--- src/sv/pwab_pkg.sv ---
// Shared types and constants for the pixel write / alpha blend engine.
package pwab_pkg;

    localparam int POS_W      = 8;
    localparam int DIM_W      = 7;
    localparam int COLOR_W    = 32;
    localparam int ADDR_W     = 16;
    localparam int PIX_ADDR_W = 12;
    localparam int CFG_IDX_W  = 2;
    localparam int CFG_DATA_W = 7;

    localparam logic [CFG_IDX_W-1:0] CFG_SCREEN_WIDTH  = 2'd0;
    localparam logic [CFG_IDX_W-1:0] CFG_SCREEN_HEIGHT = 2'd1;
    localparam logic [CFG_IDX_W-1:0] CFG_DRAW_ENABLE   = 2'd2;

    localparam logic [DIM_W-1:0] SCREEN_WIDTH_RST  = 7'd64;
    localparam logic [DIM_W-1:0] SCREEN_HEIGHT_RST = 7'd64;

    localparam logic OP_WRITE = 1'b0;
    localparam logic OP_BLEND = 1'b1;

    // classified request, front to back
    typedef struct packed {
        logic               ok;
        logic               opcode;
        logic [ADDR_W-1:0]  addr;
        logic [COLOR_W-1:0] color;
    } t_req;

    typedef struct packed {
        logic                  accepted;
        logic [PIX_ADDR_W-1:0] pixel_address;
        logic [COLOR_W-1:0]    pixel_value;
    } t_res;

    typedef enum logic [1:0] {
        BE_CLEAR,
        BE_IDLE,
        BE_WRITE
    } t_be_state;

endpackage

--- src/sv/pwab_front.sv ---
// Front end: configuration registers, clipping and address computation.
module pwab_front
    import pwab_pkg::*;
#(
    parameter int MAX_WIDTH  = 64,
    parameter int MAX_HEIGHT = 64
) (
    input  logic                  i_clk,
    input  logic                  i_rst_n,
    input  logic                  i_cfg_we,
    input  logic [CFG_IDX_W-1:0]  i_cfg_index,
    input  logic [CFG_DATA_W-1:0] i_cfg_wdata,
    input  logic                  push,
    input  logic                  i_opcode,
    input  logic [POS_W-1:0]      i_pos_x,
    input  logic [POS_W-1:0]      i_pos_y,
    input  logic [COLOR_W-1:0]    i_color,
    input  logic                  i_req_full,
    input  logic                  i_clearing,
    output logic                  o_full,
    output logic                  o_req_push,
    output t_req                  o_req
);

    logic [DIM_W-1:0] r_screen_width;
    logic [DIM_W-1:0] r_screen_height;
    logic             r_draw_enable;

    logic [DIM_W-1:0]   w_w;
    logic [DIM_W-1:0]   w_h;
    logic               w_ok;
    logic [14:0]        w_prod;

    always_ff @(posedge i_clk) begin
        if (!i_rst_n) begin
            r_screen_width  <= SCREEN_WIDTH_RST;
            r_screen_height <= SCREEN_HEIGHT_RST;
            r_draw_enable   <= 1'b1;
        end else if (i_cfg_we) begin
            unique case (i_cfg_index)
                CFG_SCREEN_WIDTH:  r_screen_width  <= i_cfg_wdata;
                CFG_SCREEN_HEIGHT: r_screen_height <= i_cfg_wdata;
                CFG_DRAW_ENABLE:   r_draw_enable   <= i_cfg_wdata[0];
                default: ;
            endcase
        end
    end

    // saturate the visible size at the store dimensions
    always_comb begin
        w_w = ({6'b0, r_screen_width} > 13'(MAX_WIDTH)) ? DIM_W'(MAX_WIDTH) : r_screen_width;
        w_h = ({6'b0, r_screen_height} > 13'(MAX_HEIGHT)) ? DIM_W'(MAX_HEIGHT)
                                                           : r_screen_height;
    end

    assign w_ok   = r_draw_enable & (i_pos_x < {1'b0, w_w}) & (i_pos_y < {1'b0, w_h});
    assign w_prod = {7'b0, i_pos_y} * {8'b0, w_w};

    assign o_full     = i_req_full | i_clearing;
    assign o_req_push = push & ~o_full;

    always_comb begin
        o_req.ok     = w_ok;
        o_req.opcode = i_opcode;
        o_req.addr   = w_ok ? ({1'b0, w_prod} + {8'b0, i_pos_x}) : '0;
        o_req.color  = i_color;
    end

endmodule

--- config.mk ---
export PLATFORM = sky130hd
export DESIGN_NAME = pwab_front
export DESIGN_NICKNAME = d
export VERILOG_FILES = /design/src/sv/pwab_pkg.sv /design/src/sv/pwab_front.sv
export SDC_FILE = /design/constraint.sdc
export NUM_CORES = 1
export LEC_CHECK = 0
export ABC_AREA = 1
export BUFFER_PORTS_ARGS = -buffer_cell sky130_fd_sc_hd__buf_2
export CORE_MARGIN = 2
export CORE_UTILIZATION = 53
export DETAILED_ROUTE_END_ITERATION = 12
export PLACE_DENSITY = 0.92
export SLEW_MARGIN = 20
export SYNTH_ARGS = -nofsm -noshare
export SYNTH_HDL_FRONTEND = slang
export SYNTH_SLANG_ARGS = --single-unit
--- constraint.sdc ---
create_clock -name i_clk -period 5.3 [get_ports i_clk]
set_input_delay 0 -clock i_clk [delete_from_list [all_inputs] [get_ports i_clk]]
set_output_delay 0 -clock i_clk [all_outputs]
set_load 0.02 [all_outputs]
==> impl_metrics.json, run 1 <==
{
  "rsz0062_at_grt": "false",
  "p_leak_nw": 2.14,
  "synth_area_leaders": "fa_1 (21%), ha_1 (18%), inv_1 (11%), dfxtp_1 (8.6%), nor2_1 (8.1%)",
  "ios": 116,
  "drt_wl_total_mm": 7.81,
  "syn_avg_cell_area_um2": 7.16,
  "crit_path_end_kind": "primary output",
  "start_util": 0.548,
  "nNetsFinal": 658,
  "die_w_um": 85.0,
  "skew_ns": 0,
  "maxCapViolCount": 0,
  "dp_hpwl_mm": 6.71,
  "switching_power_uw": 179,
  "seqPwrFrac": 0.290,
  "crit-reg2reg-launch": "r_screen_width[6]$_SDFFE_PN1P_",
  "clockPowerShare": 0.216,
  "r2r_setup_slack_ns": 4.30,
  "cp-start-kind": "flop",
  "grtUsageTotal": 0.215,
  "cts_buffers": 3,
  "worstSkewPairLatency_ns": 0.25,
  "synth-seq-cells": 15,
  "fin_crit_sh": 0.942,
  "setup_viol": 0,
  "die_area_mm2": 0.00723,
  "drtIter0Drc": 194,
  "tns_ns": 0,
  "worstMarginPinSlew_ns": 0.853,
  "routedWlPerCell_um": 13.4,
  "hp-start": "i_color[1]",
  "clkSinkCount": 15,
  "cts_setup_buffers": 0,
  "powerDensity_mw_per_mm2": 119,
  "maxSlewViolCount": 0,
  "slew_headroom": 0.427,
  "drive_gt1_frac": 0.139,
  "worstPathArrival_ns": 4.99,
  "chipHeight_um": 85.0,
  "multi_input_area_mm2": 0.00251,
  "timing.fmax_mhz": 200,
  "io_buffers": 49,
  "p_int_uw": 250,
  "status": "finished, final reports clean",
  "postRouteAntennaNets": 0,
  "p_comb_frac": 0.494,
  "synth_xor_area_frac": 0.0201,
  "synthCells": 486,
  "synth_top_cell_by_area": "fa_1",
  "grt_pass1_wl_mm": 12.7,
  "first_pass_iters": 4,
  "synth.net_count": 638,
  "synth_top_area_share": 0.213,
  "clkTransAtPathRegs_ns": 0.06,
  "first_global_vias": 2922,
  "r2r_cells": 2,
  "synth_fa_ha_area_frac": 0.396,
  "synth_top_family_by_area": "adder cells",
  "synthMuxAreaShare": 0,
  "p_sw_frac": 0.417,
  "fin_crit_ns": 4.99,
  "grt_max_degree": 16,
  "power.total_uw": 429,
  "synth_cell_types": 28,
  "synthSimpleGateAreaFrac": 0.229,
  "dpl.cell_count": 575,
  "nFillCells": 581,
  "regArea_um2": 300,
  "r2r_end": "r_screen_width[6]$_SDFFE_PN1P_",
  "vias_per_cell": 5.30,
  "hold_class": "in2out",
  "drc": 0,
  "yosys_warnings": 0,
  "rows": 29,
  "fp.coreArea_mm2": 0.00635,
  "h-tree-depth": 1,
  "critical_path_required_ns": 5.30,
  "hold_depth": 0,
  "hold_viol": 0,
  "hold_end": "o_req[1]",
  "synth_seq_area_share": 0.0863,
  "crit_fanout": 10,
  "overflow": 0,
  "routabilityCongestion": 0.927,
  "cts_buffer_depth": 2,
  "critPathKind": "reg2out",
  "irDropWorstVdd_mv": 0.241,
  "insertedDiodeCount": 0,
  "synth_compound_area_frac": 0.0770,
  "antenna_found_initial": 0,
  "finalNonFillerCells": 582,
  "cts_tree": "built",
  "netlist_area_mm2": 0.00348,
  "clockRootBuffer": "clkbuf_8",
  "dr_total_vias": 3082,
  "syn_to_final_growth_pct": 3.92
}
-- per-layer routing --
metal / track usage / share of wire / vias up / wire (µm)
li1: - / - / 1500 / -
met1: 0.279 / 0.40 / 1416 / 3140
met2: 0.379 / 0.50 / 140 / 3920
met3: 0.0321 / 0.077 / 26 / 604
met4: 0.0505 / 0.018 / 0 / 143
met5: 0 / 0 / - / 0
-- sequential cells by signal (all words and copies together) (netlist names) --
| name | cells |
|---|---|
| r_draw_enable | 1 |
| r_screen_height | 7 |
| r_screen_width | 7 |
-- placed cells by master, fill, tap and decap left out --
cell / Yosys / layout
clkinv_2: 0 / 1
clkinv_4: 1 / 1
a21oi_4: 1 / 1
o21ai_2: 1 / 1
o21bai_1: 3 / 3
xor2_1: 3 / 3
nand2_4: 1 / 1
inv_1: 100 / 100
nand3_2: 1 / 1
clkbuf_8: 0 / 3
nor2_1: 75 / 75
nor3_1: 5 / 5
nor2_2: 9 / 9
nand3_1: 18 / 18
dfxtp_1: 15 / 15
xnor2_1: 5 / 5
nand2_1: 74 / 74
a21oi_1: 19 / 19
ha_1: 51 / 51
nand2_2: 2 / 2
nand2b_1: 1 / 1
buf_2: 0 / 49
a31oi_1: 2 / 2
or2_2: 1 / 1
o21ai_0: 18 / 18
fa_1: 37 / 37
o211ai_1: 3 / 3
dlygate4sd3_1: 0 / 3
nand4_1: 3 / 3
-- metrics by stage --
stage / worst slack, ns / util / hold slack (ns) / cell area, µm²
5_1_grt: 0.0115 / 0.569 / 0.0000337 / 3610
3_3_place_gp: 0.796 / 0.557 / 0.000137 / 3540
2_1_floorplan: 1.07 / - / 0.113 / 3480
3_5_place_dp: 0.619 / 0.557 / 0.000137 / 3540
4_1_cts: 0.340 / 0.569 / 0.000137 / 3610
6_report: 0.310 / 0.569 / 0.00000653 / 3610
-- worst max-delay path: stages, from the launching register on --
cell      delay (ns)
dfxtp_1         0.55
clkinv_4        0.16
nand2_1         0.27
nor2_1          0.11
fa_1            0.54
inv_1           0.05
fa_1            0.47
inv_1           0.05
fa_1            0.53
inv_1           0.06
fa_1            0.53
inv_1           0.05
ha_1            0.36
a21oi_1         0.24
o21ai_0         0.13
a21oi_1         0.16
nand2_1         0.09
xor2_1          0.15
nor2_1          0.07
buf_2           0.17
-- power groups by stage --
stage	Sequential, mW	Combinational [mW]	Clock, mW
floorplan	0.124	0.191	0
global placement	0.126	0.202	0
detailed placement	0.127	0.209	0
CTS	0.124	0.213	0.0944
global route	0.125	0.242	0.0992
finish	0.124	0.212	0.0925
-- logic make-up after synthesis --
family / count (synthesis)
xor gates and xnor gates: 8
buffers and inverters: 138
AOI/OAI and AO/OA: 47
DFF: 15
adders and majority gates: 88
and+or+nand+nor: 190
-- how the worst max path moves through the flow --
stage | from | end | slack (ns)
2_1_floorplan | r_screen_width[0]$_SDFFE_PN0P_ | o_req[43] | 1.07
6_report | r_screen_width[6]$_SDFFE_PN1P_ | o_req[43] | 0.31
3_5_place_dp | r_screen_width[6]$_SDFFE_PN1P_ | o_req[43] | 0.62
3_3_place_gp | r_screen_width[6]$_SDFFE_PN1P_ | o_req[43] | 0.80
4_1_cts | r_screen_width[6]$_SDFFE_PN1P_ | o_req[43] | 0.34
5_1_grt | r_screen_width[6]$_SDFFE_PN1P_ | o_req[43] | 0.01
-- cell usage after synthesis --
cell type / number
buf_4: 34
clkinv_4: 1
o21ai_2: 1
a31oi_1: 2
nand3_2: 1
inv_1: 100
o211ai_1: 3
nand2_4: 1
nand2_1: 74
nand2b_1: 1
nor2_2: 9
dfxtp_1: 15
nor3_1: 5
or2_2: 1
a21oi_4: 1
nor2_1: 75
nand4_1: 3
o21ai_0: 18
buf_6: 2
o21bai_1: 3
xor2_1: 3
ha_1: 51
a21oi_1: 19
nand3_1: 18
clkbuf_1: 1
xnor2_1: 5
fa_1: 37
nand2_2: 2
-- final cells by class --
type,instances,share of cell area
multi-input cells,333,0.695
clock buffers,3,0.0114
repair buffers,52,0.0762
well taps,77,0.0267
flip-flops and latches,15,0.0831
clock inverters,1,0.00138
inverters,101,0.106
-- what timing repair did --
action	4_1_cts	5_1_grt
hold buffers	3	0
endpoints found under the hold margin	3	0
gates resized for setup	0	0
No activity file was read; power rests on OpenSTA's default activity.
==> run 2: changes to the inputs <==
--- a/config.mk
+++ b/config.mk
@@ -7,7 +7,7 @@
 export LEC_CHECK = 0
 export ABC_AREA = 1
 export BUFFER_PORTS_ARGS = -buffer_cell sky130_fd_sc_hd__buf_2
-export CORE_MARGIN = 2
+export CORE_MARGIN = 1
 export CORE_UTILIZATION = 53
 export DETAILED_ROUTE_END_ITERATION = 12
 export PLACE_DENSITY = 0.92
==> constraint.sdc (replaced) <==
create_clock -name i_clk -period 5 [get_ports i_clk]
set_input_delay 0 -clock i_clk [delete_from_list [all_inputs] [get_ports i_clk]]
set_output_delay 0 -clock i_clk [all_outputs]
set_load 0.02 [all_outputs]
==> run 2 against run 1 <==
Sequential power is 6% higher. Global-route usage is 1.2 points higher. Utilization grew 0.47 points. Via count up 1.4%. Setup slack improved by 0.021 ns. Clock power grew 5.2%. First-iteration DRC count fell by 2.6%. Sequential share of layout area barely moved. Critical endpoint is now o_req[44]. Largest power group unchanged.
==> impl_metrics.json, run 2 (same netlist as run 1, synthesis figures left out) <==
{
  "top_usage_layer": "met2",
  "p_comb_frac": 0.499,
  "syn_to_final_growth_pct": 4.78,
  "drt_wl_total_mm": 7.75,
  "timing.fmax_mhz": 214,
  "switching_power_uw": 191,
  "first_pass_iters": 6,
  "layout_commonest_cell": "inv_1",
  "routedWlPerCell_um": 13.3,
  "critPathKind": "reg2out",
  "status": "finished, final reports clean",
  "drtIter0Drc": 189,
  "cts_buffers": 3,
  "io_buffers": 49,
  "grt_max_degree": 16,
  "irDropWorstVdd_mv": 0.136,
  "drive_gt1_frac": 0.154,
  "tns_ns": 0,
  "dp_hpwl_mm": 6.64,
  "rows": 29,
  "chipHeight_um": 83.0,
  "fin_crit_sh": 0.934,
  "ios": 116,
  "clockRootBuffer": "clkbuf_8",
  "crit_path_end_kind": "primary output",
  "vias_per_cell": 5.36,
  "grtUsageTotal": 0.227,
  "seqPwrFrac": 0.289,
  "fin_crit_ns": 4.67,
  "first_global_vias": 3016,
  "overflow": 0,
  "top_regs": "r_screen_height: 7 flops, r_screen_width: 7 flops, r_draw_enable: 1 flops",
  "grt_pass1_wl_mm": 12.9,
  "worstPathArrival_ns": 4.67,
  "gr-usage-met2": 0.388,
  "insertedDiodeCount": 0,
  "cp-start-kind": "flop",
  "drc": 0,
  "crit_fanout": 8,
  "cts_buffer_depth": 2,
  "fp.coreArea_mm2": 0.00635,
  "start_util": 0.548,
  "worstSkewPairLatency_ns": 0.25,
  "dr_total_vias": 3124,
  "postRouteAntennaNets": 0,
  "skew_ns": 0,
  "maxCapViolCount": 0,
  "rsz0062_at_grt": "false",
  "slew_headroom": 0.392,
  "worstMarginPinSlew_ns": 0.905,
  "power.total_uw": 458,
  "p_int_uw": 267,
  "utilization": 0.574,
  "p_sw_frac": 0.418,
  "clockPowerShare": 0.212,
  "met1_usage": 0.285,
  "h-tree-depth": 1,
  "routabilityCongestion": 0.952,
  "p_leak_nw": 2.15,
  "critical_path_required_ns": 5.00,
  "cts_setup_buffers": 0,
  "die_w_um": 83.0,
  "clkTransAtPathRegs_ns": 0.06,
  "hold_class": "in2out",
  "clkSinkCount": 15,
  "powerDensity_mw_per_mm2": 126,
  "die_area_mm2": 0.00689,
  "antenna_found_initial": 0,
  "maxSlewViolCount": 0,
  "final_cell_mix": "inv_1 (100), nor2_1 (75), nand2_1 (69), ha_1 (50), buf_2 (49)",
  "cts_tree": "built",
  "hold_viol": 0,
  "nNetsFinal": 659,
  "setup_viol": 0,
  "met3_usage": 0.0328
}
-- run 2: cell count changes in the layout (fill, tap and decap cells not counted) --
cell / previous run / this run
a21oi_1: 19 / 18
a21oi_2: 0 / 1
dfxtp_1: 15 / 14
dfxtp_2: 0 / 1
dlygate4sd3_1: 3 / 4
ha_1: 51 / 50
ha_2: 0 / 1
nand2_1: 74 / 69
nand2_2: 2 / 7
-- run 2: critical path, stage by stage, from the launching register on --
cell     delay, ns
dfxtp_1       0.34
nor2_1        0.12
nand3_1       0.09
nand2_1       0.09
nand2_2       0.12
nor2_1        0.15
fa_1          0.46
fa_1          0.53
fa_1          0.55
inv_1         0.05
fa_1          0.53
inv_1         0.04
ha_1          0.35
a21oi_1       0.20
o21ai_0       0.14
inv_1         0.09
nand2_1       0.08
a21oi_1       0.15
nand2_1       0.06
nand2_1       0.06
nor2_1        0.03
buf_2         0.16
-- run 2: path summary, 6_finish.rpt --
path | start | to | slack, ns | cells after the start
max | r_screen_width[4]$_SDFFE_PN0P_ | o_req[44] | 0.33 | 21
min | i_color[12] | o_req[12] | 0.000006 | 0
max reg2reg | r_screen_width[6]$_SDFFE_PN1P_ | r_screen_width[6]$_SDFFE_PN1P_ | 4.12 | 2
min reg2reg | r_draw_enable$_SDFFE_PN1P_ | r_draw_enable$_SDFFE_PN1P_ | 0.50 | 2
-- run 2: what timing repair did --
| item | in CTS | in global routing |
|---|---|---|
| gates resized for setup | 0 | 8 |
| hold buffers | 4 | 0 |
| endpoints found under the hold margin | 5 | 0 |
| setup endpoints to repair | 0 | 8 |
-- run 2: layer usage --
| metal | vias to the layer above | routed length [µm] |
|---|---|---|
| met5 | - | 0 |
| li1 | 1500 | - |
| met2 | 138 | 3840 |
| met4 | 0 | 222 |
| met3 | 25 | 504 |
| met1 | 1461 | 3180 |
-- run 2: metrics by stage --
step | std cells | area (µm²) | setup slack, ns | hold WS (ns)
6_report | 583 | 3640 | 0.331 | 0.00000561
5_1_grt | 583 | 3640 | 0.0440 | 0.0000265
4_1_cts | 583 | 3620 | 0.0271 | 0.000137
3_5_place_dp | 575 | 3540 | 0.303 | 0.000137
3_3_place_gp | 575 | 3540 | 0.483 | 0.000137
2_1_floorplan | 486 | 3480 | 0.771 | 0.113
-- run 2: layout make-up --
class                      instances  area (µm²)
multi-input combinational        333        2530
tap                               77        96.3
clock inverter                     1        5.00
clock buffer                       3        41.3
sequential                        15         302
timing repair buffer              53         285
fill                             600        2710
inverter                         101         384
-- run 2: power by group through the flow --
stage | registers, mW | logic, mW | clock network [mW]
floorplan | 0.132 | 0.203 | 0
global placement | 0.134 | 0.214 | 0
finish | 0.132 | 0.228 | 0.0973
detailed placement | 0.134 | 0.222 | 0
CTS | 0.132 | 0.226 | 0.0988
global route | 0.133 | 0.258 | 0.106
