<file path="src/sv/pwab_fifo.sv">
// Two-entry queue used between front and back and on the result side.
module pwab_fifo #(
    parameter int W = 8
) (
    input  logic         i_clk,
    input  logic         i_rst_n,
    input  logic         i_push,
    input  logic [W-1:0] i_data,
    output logic         o_full,
    input  logic         i_pop,
    output logic         o_empty,
    output logic [W-1:0] o_data
);

    logic [W-1:0] r_data [2];
    logic         r_wptr;
    logic         r_rptr;
    logic [1:0]   r_count;
    logic         w_do_push;
    logic         w_do_pop;

    assign o_full    = (r_count == 2'd2);
    assign o_empty   = (r_count == 2'd0);
    assign w_do_push = i_push & ~o_full;
    assign w_do_pop  = i_pop & ~o_empty;
    assign o_data    = r_data[r_rptr];

    always_ff @(posedge i_clk) begin
        if (!i_rst_n) begin
            r_wptr  <= 1'b0;
            r_rptr  <= 1'b0;
            r_count <= 2'd0;
        end else begin
            if (w_do_push) r_wptr <= ~r_wptr;
            if (w_do_pop)  r_rptr <= ~r_rptr;
            if (w_do_push && !w_do_pop)      r_count <= r_count + 2'd1;
            else if (!w_do_push && w_do_pop) r_count <= r_count - 2'd1;
        end
    end

    always_ff @(posedge i_clk) begin
        if (w_do_push) r_data[r_wptr] <= i_data;
    end

endmodule

</file>
<file path="config.mk">
export PLATFORM = sky130hd
export DESIGN_NAME = pwab_fifo
export DESIGN_NICKNAME = d
export VERILOG_FILES = /design/src/sv/pwab_fifo.sv
export SDC_FILE = /design/constraint.sdc
export NUM_CORES = 1
export LEC_CHECK = 0
export BUFFER_PORTS_ARGS = -buffer_cell sky130_fd_sc_hd__buf_4
export CAP_MARGIN = 10
export CELL_PAD_IN_SITES_DETAIL_PLACEMENT = 0
export CELL_PAD_IN_SITES_GLOBAL_PLACEMENT = 1
export CORE_MARGIN = 3
export CORE_UTILIZATION = 40
export DETAILED_ROUTE_END_ITERATION = 7
export PLACE_DENSITY_LB_ADDON = 0.1
export SLEW_MARGIN = 20
export SYNTH_ARGS = -nofsm -noshare
export SYNTH_HDL_FRONTEND = slang
export SYNTH_SLANG_ARGS = --single-unit
export TNS_END_PERCENT = 20
</file>
<file path="constraint.sdc">
create_clock -name i_clk -period 1.97 [get_ports i_clk]
set_input_delay 0.2955 -clock i_clk [delete_from_list [all_inputs] [get_ports i_clk]]
set_output_delay 0.2955 -clock i_clk [all_outputs]
set_load 0.01 [all_outputs]
</file>
==> results of run 1 <==
-- sequential cells by signal, indices dropped and copies added (netlist names), named ones only --
register,cells
r_count,2
r_data,16
r_rptr,1
r_wptr,1
-- cells in the mapped netlist --
master | instances | area [µm²]
inv_1 | 3 | 11.26
o21ai_0 | 2 | 10.01
o21a_1 | 1 | 7.510
and3_1 | 1 | 6.260
mux2_2 | 8 | 90.09
nor2_1 | 5 | 18.77
ha_1 | 1 | 12.51
a21boi_0 | 1 | 7.510
edfxtp_1 | 16 | 480.5
a21oi_1 | 1 | 5.000
dfxtp_1 | 5 | 100.1
or3_1 | 1 | 6.260
xor2_1 | 3 | 26.28
buf_2 | 1 | 5.000
nand2b_1 | 1 | 6.260
nor3_2 | 1 | 10.01
-- worst register-to-register path, stage by stage, from the launching register on --
cell      delay (ns)
dfxtp_1         0.37
nand2b_1        0.18
inv_1           0.11
nor2_1          0.06
ha_1            0.32
or3_1           0.37
a21oi_1         0.14
-- worst max-delay path by stage --
stage	start	endpoint	slack [ns]	cells after the start
global placement	r_count[0]$_SDFFE_PN0P_	r_count[1]$_SDFFE_PN0P_	0.43	6
detailed placement	r_count[0]$_SDFFE_PN0P_	r_count[1]$_SDFFE_PN0P_	0.40	6
finish	register	o_data[1]	0.32	2
CTS	register	o_data[1]	0.29	2
global route	register	o_data[7]	0.23	2
floorplan	r_count[0]$_SDFFE_PN0P_	r_count[1]$_SDFFE_PN0P_	0.42	6
-- routing by layer --
layer | vias up | track usage (%) | routed length [µm]
met2 | 15 | 17.83 | 624
met4 | 0 | 4.036 | 0
met1 | 211 | 11.98 | 494
met3 | 0 | 2.624 | 81
met5 | - | 0 | 0
li1 | 234 | - | -
-- logic make-up after synthesis --
group                    synth area share, %
AND/OR/NAND/NOR                        5.921
XOR/XNOR                               3.272
multiplexers                           11.22
adder cells (fa/ha/maj)                1.557
AO/OA/AOI/OAI                          3.738
buffers and inverters                  2.024
flip-flops                             72.27
-- final cells by class --
class                      instances  area, µm²
timing repair buffer              22      165.2
tap                               25      31.28
clock inverter                     1      5.005
fill                             154      779.5
inverter                           3      11.26
sequential                        21      580.6
multi-input combinational         26      206.4
clock buffer                       3      22.52
-- power breakdown --
part	total [mW]	switching (mW)	internal [mW]	leakage [nW]
registers	0.622	0.0572	0.565	0.191
logic	0.404	0.179	0.226	0.205
clock network	0.193	0.118	0.0754	0.0177
total	1.22	0.354	0.866	0.414
-- through the flow --
stage          power [mW]  hold slack (ns)  setup slack, ns
2_1_floorplan      0.8681           0.3944           0.4228
3_3_place_gp        1.042           0.4804           0.4279
3_5_place_dp        1.043           0.4837           0.3978
4_1_cts             1.239           0.1712           0.2891
5_1_grt             1.310           0.1526           0.2344
6_report            1.220           0.1821           0.3223
==> reports/qor.txt, run 1 <==
# DRC = 0
routed via count = 460
Final Non-Filler Cells = 101
FF-to-FF End = r_count[1]$_SDFFE_PN0P_
Worst Reg-to-Reg Cells = 6
largest net degree at the start of global routing = 13
slack of the worst reg-to-reg path = 0.37 ns
# nets final = 90
actual slew at the worst max-slew pin = 0.3841 ns
area grow syn2layout = 27.26%
Pre-Repair DR Iteration Count = 4
post-cts resize count = 0
clk slew on worst S/H paths = 0.11 ns
Max IR drop VDD = 0.0006346 V
ANT cells = 0
Initial Util = 44.58%
synthesized area = 803.3 µm²
Final min period = 1.648 ns
Worst setup SP type = register
RD Place Congestion = 0.6496
Hold Crit Class = in2reg
commonest non-fill, non-tap cell in the layout = buf_4
DIE WIDTH = 50.81 µm
global-route wire length before repair = 1952 µm
Worst slew margin = 74.40%
number of antenna violations at the first check in global routing = 0
hold_sp = i_data[6]
Synth warnings = 0
row count = 15
Worst Hold End = r_data[0][6]$_DFFE_PP_
Setup CP Type = reg2out
fmax = 0.6069 GHz
Root Buffer = clkbuf_4
setup_tns = 0 ns
1st-iter DRT viols = 5
ANT nets after route = 0
Worst Skew = 0.001187 ns
Num CTS Buffers = 3
P_leak = 0.4138 nW
final hold vios = 0
cell area after layout = 1022 µm²
Mapped Cells = 51
DRT Wirelength = 1201 µm
GRT Overall Usage = 10.23%
Worst R2R Start = r_count[0]$_SDFFE_PN0P_
postcts setup bufs = 0
vias per cell = 4.554
syn_area_per_cell = 15.75 µm²
Data required, critical path = 1.67 ns
clock sink total = 21
H-tree lvl count = 1
CTS tree = built
Layout Utilization = 56.74%
Max-Cap Viols = 0
ratio of cells with drive above 1 in the final layout = 46.05%
RSZ-0062 raised after global routing = no
Final HPWL DP = 910.6 µm
worst path bufs/invs = 1
critical path arrival = 1.35 ns
crit-path leading delay family = flip-flops
slowest CP cell = dfxtp_1
dpl cell area = 994.7 µm²
Port Buffer Count = 21
GRT overflow = 0
sequential cell area fraction in the yosys report = 72.27%
die area = 2582 µm²
Core ar. = 1802 µm²
pwr dens = 1193 nW/µm²
outcome = finished, final reports clean
Wirelength per Cell = 11.89 µm
Hold Crit Depth = 1
Synth Register Bits = 21
CP max FO = 8
Setup-failing EPs final = 0
Worst setup EP type = output port
CP cell instances = mux2_2 -> buf_4
most frequent cells in the layout = buf_4, edfxtp_1, mux2_2
Die H = 50.81 µm
period utilization = 83.64%
Longest Clk Path Bufs = 2
vias in the first global route = 463
# hold bufs at CTS = 0
CP max stage delay = 0.53 ns
synth unique cells = 16
I/O pin count = 22
Post-Syn Nets = 64
fin. max-slew vios = 0
dpl cells = 97
clock latency on the worst-skew pair = 0.29 ns
(Power assumes the default switching activity.)
==> run 2, diff against run 1 <==
ABC_AREA = 1   (was default)
CORE_UTILIZATION = 39   (was 40)
clock period = 1.55 ns   (was 1.97 ns; I/O delays follow)
==> run 2 against run 1 <==
  * Worst setup slack lost 0.21 ns
  * Core utilization fell by 1.8 points
  * Die area rose by 5.4%
  * Non-clock buffer count grew 3
==> reports/qor.txt, run 2 <==
DRT Wirelength = 1290 µm
Synth Register Bits = 21
Worst setup EP type = output port
dpl cells = 114
share of flip-flops with an asynchronous set or reset = 0%
slack of the worst reg-to-reg path = 0.15 ns
final hold slack = 0.1135 ns
I/O pin count = 22
Final Non-Filler Cells = 118
# DRC = 0
setup_tns = 0 ns
ratio of cells with drive above 1 in the final layout = 50.55%
number of antenna violations at the first check in global routing = 0
Pre-Repair DR Iteration Count = 4
vias in the first global route = 527
most frequent cells after synthesis = edfxtp_1, nor2_1, mux2_2
clock share of power = 15.3%
fmax = 0.6948 GHz
Synth warnings = 0
Worst Reg-to-Reg Cells = 9
sequential cell area fraction in the yosys report = 69.88%
CP cell instances = mux2_2 -> buf_4
1st-iter DRT viols = 10
commonest non-fill, non-tap cell in the layout = buf_4
Mapped Cells = 63
Top FF cell, synth = edfxtp_1
final hold vios = 0
pwr dens = 1492 nW/µm²
clock sink total = 21
DIE WIDTH = 52.16 µm
clk slew on worst S/H paths = 0.11 ns
crit-path leading delay family = flip-flops
Worst slew margin = 87.91%
Post-Syn Nets = 76
Num CTS Buffers = 3
Synth top area share = 57.83%
Max-Cap Viols = 0
Hold Crit Class = in2reg
GRT Overall Usage = 10.93%
GRT overflow = 0
ANT cells = 0
vias per cell = 4.500
Max IR drop VDD = 0.0008887 V
Worst Skew = 0.003143 ns
most frequent cells in the layout = buf_4, edfxtp_1, nor2_1
Longest Clk Path Bufs = 2
number of synthesized flops with an enable pin = 16
postcts setup bufs = 0
hold_sp = i_data[3]
slowest CP cell = dfxtp_4
most frequent cell after synthesis = edfxtp_1
Die H = 52.16 µm
Data required, critical path = 1.32 ns
syn_area_per_cell = 13.19 µm²
# hold bufs at CTS = 0
CTS tree = built
routed via count = 531
Final min period = 1.439 ns
Final HPWL DP = 931.2 µm
ANT nets after route = 0
Worst R2R Start = r_count[0]$_SDFFE_PN0P_
Logic pwr share = 34.8%
worst path bufs/invs = 1
Root Buffer = clkbuf_4
Worst setup SP type = register
sw frac = 31.45%
critical path arrival = 1.21 ns
CP max stage delay = 0.42 ns
Synth area leaders = edfxtp_1, dfxtp_1, mux2_2
synthesized area = 830.8 µm²
largest net degree at the start of global routing = 13
final worst setup slack = 0.1108 ns
row count = 16
max reg flops = 16
Top reg by flops = r_data
FF-to-FF End = r_count[1]$_SDFFE_PN0P_
H-tree lvl count = 1
Setup-failing EPs final = 0
Core ar. = 1982 µm²
area grow syn2layout = 31.02%
P_leak = 0.4509 nW
global-route wire length before repair = 2104 µm
clock latency on the worst-skew pair = 0.29 ns
# nets final = 105
Worst Hold End = r_data[1][3]$_DFFE_PP_
Hold Crit Depth = 1
switching pwr = 510.6 µW
CP max FO = 8
synth unique cells = 16
Largest regs = r_data x16, r_count x2
period utilization = 92.85%
Port Buffer Count = 21
Synth area leader = edfxtp_1
P_int = 1.113 mW
fin. max-slew vios = 0
die area = 2720 µm²
Seq pwr share = 49.9%
Placement Setup Slack = 0.1122 ns
RSZ-0062 raised after global routing = no
Initial Util = 41.92%
outcome = finished, final reports clean
RD Place Congestion = 0.6350
Setup CP Type = reg2out
Wirelength per Cell = 10.93 µm
actual slew at the worst max-slew pin = 0.1813 ns
## run 2: cell types whose count changed after synthesis, moves of 2 or more
cell / change
inv_2: +3
inv_1: +3
nand2_1: +6
o21ai_1: +2
xor2_1: -3
nor2_1: +4
o21ai_0: -2
## run 2: final cells by class
class / instances / area, µm²
fillers: 181 / 893.4
flip-flops and latches: 21 / 586.8
multi-input cells: 32 / 219.0
repair buffers: 25 / 187.7
inverters: 9 / 33.78
well taps: 27 / 33.78
clock buffers: 3 / 22.52
clock inverters: 1 / 5.005
## run 2: power by group through the flow
stage / Clock [mW] / Sequential, mW / Combinational (mW)
floorplan: 0 / 0.777 / 0.351
global route: 0.288 / 0.831 / 0.638
CTS: 0.261 / 0.801 / 0.567
finish: 0.248 / 0.811 / 0.565
global placement: 0 / 0.807 / 0.546
detailed placement: 0 / 0.811 / 0.556
## run 2: per-layer routing
metal	global-route usage, %	vias up	wire length (µm)
met5	0	-	0
met4	7.660	0	18
met3	3.152	4	82
met2	18.20	13	665
met1	11.79	245	524
li1	-	269	-
## run 2: worst max-delay path by stage
stage	startpoint	endpoint	depth (start not counted)	slack, ns
final	register	o_data[0]	2	0.11
after global routing	r_count[0]$_SDFFE_PN0P_	r_count[1]$_SDFFE_PN0P_	9	0.004
after CTS	register	o_data[4]	2	0.04
after detailed placement	r_count[0]$_SDFFE_PN0P_	r_count[1]$_SDFFE_PN0P_	9	0.11
after global placement	r_count[1]$_SDFFE_PN0P_	r_count[1]$_SDFFE_PN0P_	9	0.15
after floorplan	r_count[0]$_SDFFE_PN0P_	r_count[1]$_SDFFE_PN0P_	9	0.23
## run 2: stage by stage
| stage | power [mW] | util, % | cell area [µm²] |
|---|---|---|---|
| detailed placement | 1.367 | 52.84 | 1047 |
| finish | 1.624 | 54.92 | 1089 |
| global route | 1.757 | 54.92 | 1089 |
| CTS | 1.628 | 54.29 | 1076 |
| floorplan | 1.128 | - | 830.8 |
| global placement | 1.353 | 52.84 | 1047 |
## run 2: logic make-up after synthesis
logic type / synth area share, %
DFF: 69.88
adders and majority gates: 1.506
and+or+nand+nor: 10.24
muxes: 10.84
AOI/OAI and AO/OA: 2.861
buffers and inverters: 4.668
## run 2: what timing repair did
item,CTS,global route
endpoints found under the setup margin,8,9
pin swaps,0,0
resized for setup,1,4
==> run 3, diff against run 2 <==
ABC_AREA = default   (was 1)
CORE_UTILIZATION = 40   (was 39)
==> run 3 against run 2 <==
  * Non-clock buffer count is 1 higher
  * Critical endpoint is now r_count[1]$_SDFFE_PN0P_
  * Largest power group unchanged
  * Wire length is 2.1% lower
  * Critical path type is now reg2reg
  * First-iteration DRC count is 20% lower
  * Maximum frequency is 0.75% lower
  * Highest routed layer unchanged
  * Die area is 5.1% lower
  * Cell count is 11% lower
==> reports/qor.txt, run 3 (synthesized netlist as in run 1, its figures left out) <==
outcome = finished, final reports clean
Setup CP Type = reg2reg
Worst setup SP type = register
Final Non-Filler Cells = 105
DRT Wirelength = 1263 µm
FF-to-FF End = r_count[1]$_SDFFE_PN0P_
max reg flops = 16
period utilization = 93.55%
largest net degree at the start of global routing = 13
actual slew at the worst max-slew pin = 0.3889 ns
Hold Crit Depth = 1
Port Buffer Count = 21
global-route wire length before repair = 2063 µm
Layout Utilization = 59.17%
Worst Skew = 0.003875 ns
H-tree lvl count = 1
Num CTS Buffers = 3
CTS tree = built
I/O pin count = 22
commonest non-fill, non-tap cell in the layout = buf_4
Pre-Repair DR Iteration Count = 4
Setup-failing EPs final = 0
Initial Util = 44.58%
number of antenna violations at the first check in global routing = 0
fmax = 0.6896 GHz
ANT nets after route = 0
Longest Clk Path Bufs = 2
Worst slew margin = 74.07%
Root Buffer = clkbuf_4
final hold vios = 0
Worst Hold End = r_data[0][3]$_DFFE_PP_
dpl cell area = 1017 µm²
Final min period = 1.450 ns
Data required, critical path = 1.78 ns
fill count = 157
pwr dens = 1553 nW/µm²
ratio of cells with drive above 1 in the final layout = 53.75%
CP max FO = 5
row count = 15
final worst setup slack = 0.09995 ns
Largest regs = r_data x16, r_count x2
Hold Crit Class = in2reg
Top reg by flops = r_data
Wirelength per Cell = 12.03 µm
Core ar. = 1802 µm²
Worst R2R Start = r_count[1]$_SDFFE_PN0P_
routed via count = 497
Die H = 50.81 µm
vias in the first global route = 496
# DRC = 0
clk slew on worst S/H paths = 0.11 ns
clock latency on the worst-skew pair = 0.29 ns
slack of the worst reg-to-reg path = 0.1 ns
GRT overflow = 0
most frequent cells in the layout = buf_4, edfxtp_1, mux2_2
hold_sp = i_data[3]
1st-iter DRT viols = 8
DIE WIDTH = 50.81 µm
GRT Overall Usage = 11.20%
Placement Setup Slack = 0.06974 ns
# nets final = 94
P_leak = 0.4380 nW
Worst Reg-to-Reg Cells = 4
Max IR drop VDD = 0.0009938 V
clock sink total = 21
setup_tns = 0 ns
Final HPWL DP = 898.5 µm
RD Place Congestion = 0.7243
fin. max-slew vios = 0
area grow syn2layout = 32.71%
Worst setup EP type = register
dpl cells = 100
vias per cell = 4.733
ANT cells = 0
Max-Cap Viols = 0
critical path arrival = 1.68 ns
cell area after layout = 1066 µm²
die area = 2582 µm²
[run 3: worst max-delay path, stage by stage (launching register included)]
cell,delay [ns]
dfxtp_2,0.37
o21ai_0,0.23
ha_1,0.28
or3_1,0.37
a21oi_1,0.14
[run 3: cell type report]
type | instances | area (µm²) | area share (%)
Clock inverter | 1 | 5.005 | 0.4695
Timing Repair Buffer | 26 | 195.2 | 18.31
Sequential cell | 21 | 586.8 | 55.05
Tap cell | 25 | 31.28 | 2.934
Inverter | 3 | 11.26 | 1.056
Multi-Input combinational cell | 26 | 214.0 | 20.07
Clock buffer | 3 | 22.52 | 2.113
[run 3: power breakdown]
| group | internal [mW] | switching [mW] |
|---|---|---|
| Clock | 0.0959 | 0.147 |
| Combinational | 0.350 | 0.259 |
| Sequential | 0.729 | 0.0752 |
[run 3: worst max path at each step]
stage | to | start | cells after the start | slack (ns)
finish | r_count[1]$_SDFFE_PN0P_ | r_count[1]$_SDFFE_PN0P_ | 4 | 0.1
global route | r_count[1]$_SDFFE_PN0P_ | r_count[1]$_SDFFE_PN0P_ | 4 | -0.001
CTS | o_data[1] | register | 2 | 0.03
detailed placement | r_count[1]$_SDFFE_PN0P_ | r_count[0]$_SDFFE_PN0P_ | 6 | 0.07
global placement | r_count[1]$_SDFFE_PN0P_ | r_count[0]$_SDFFE_PN0P_ | 6 | 0.10
floorplan | r_count[1]$_SDFFE_PN0P_ | r_count[0]$_SDFFE_PN0P_ | 6 | 0.003
[run 3: stage by stage]
step	hold WS, ns	power [mW]
after global placement	0.4178	1.364
after global routing	0.09169	1.779
after detailed placement	0.4209	1.374
final	0.1183	1.656
after floorplan	0.3314	1.103
after CTS	0.1029	1.625
[run 3: per-layer routing]
layer / GRT usage, % / up-vias / wire length, µm
li1: - / 244 / -
met2: 20.22 / 15 / 689
met3: 2.915 / 2 / 71
met5: 0 / - / 0
met1: 11.52 / 236 / 491
met4: 6.726 / 0 / 10
[run 3: timing repair]
| item | in CTS | in global routing |
|---|---|---|
| gates resized for setup | 1 | 4 |
| setup endpoints to repair | 8 | 9 |
| setup buffers | 0 | 1 |
| hold buffers | 0 | 0 |
| pin swaps | 0 | 1 |
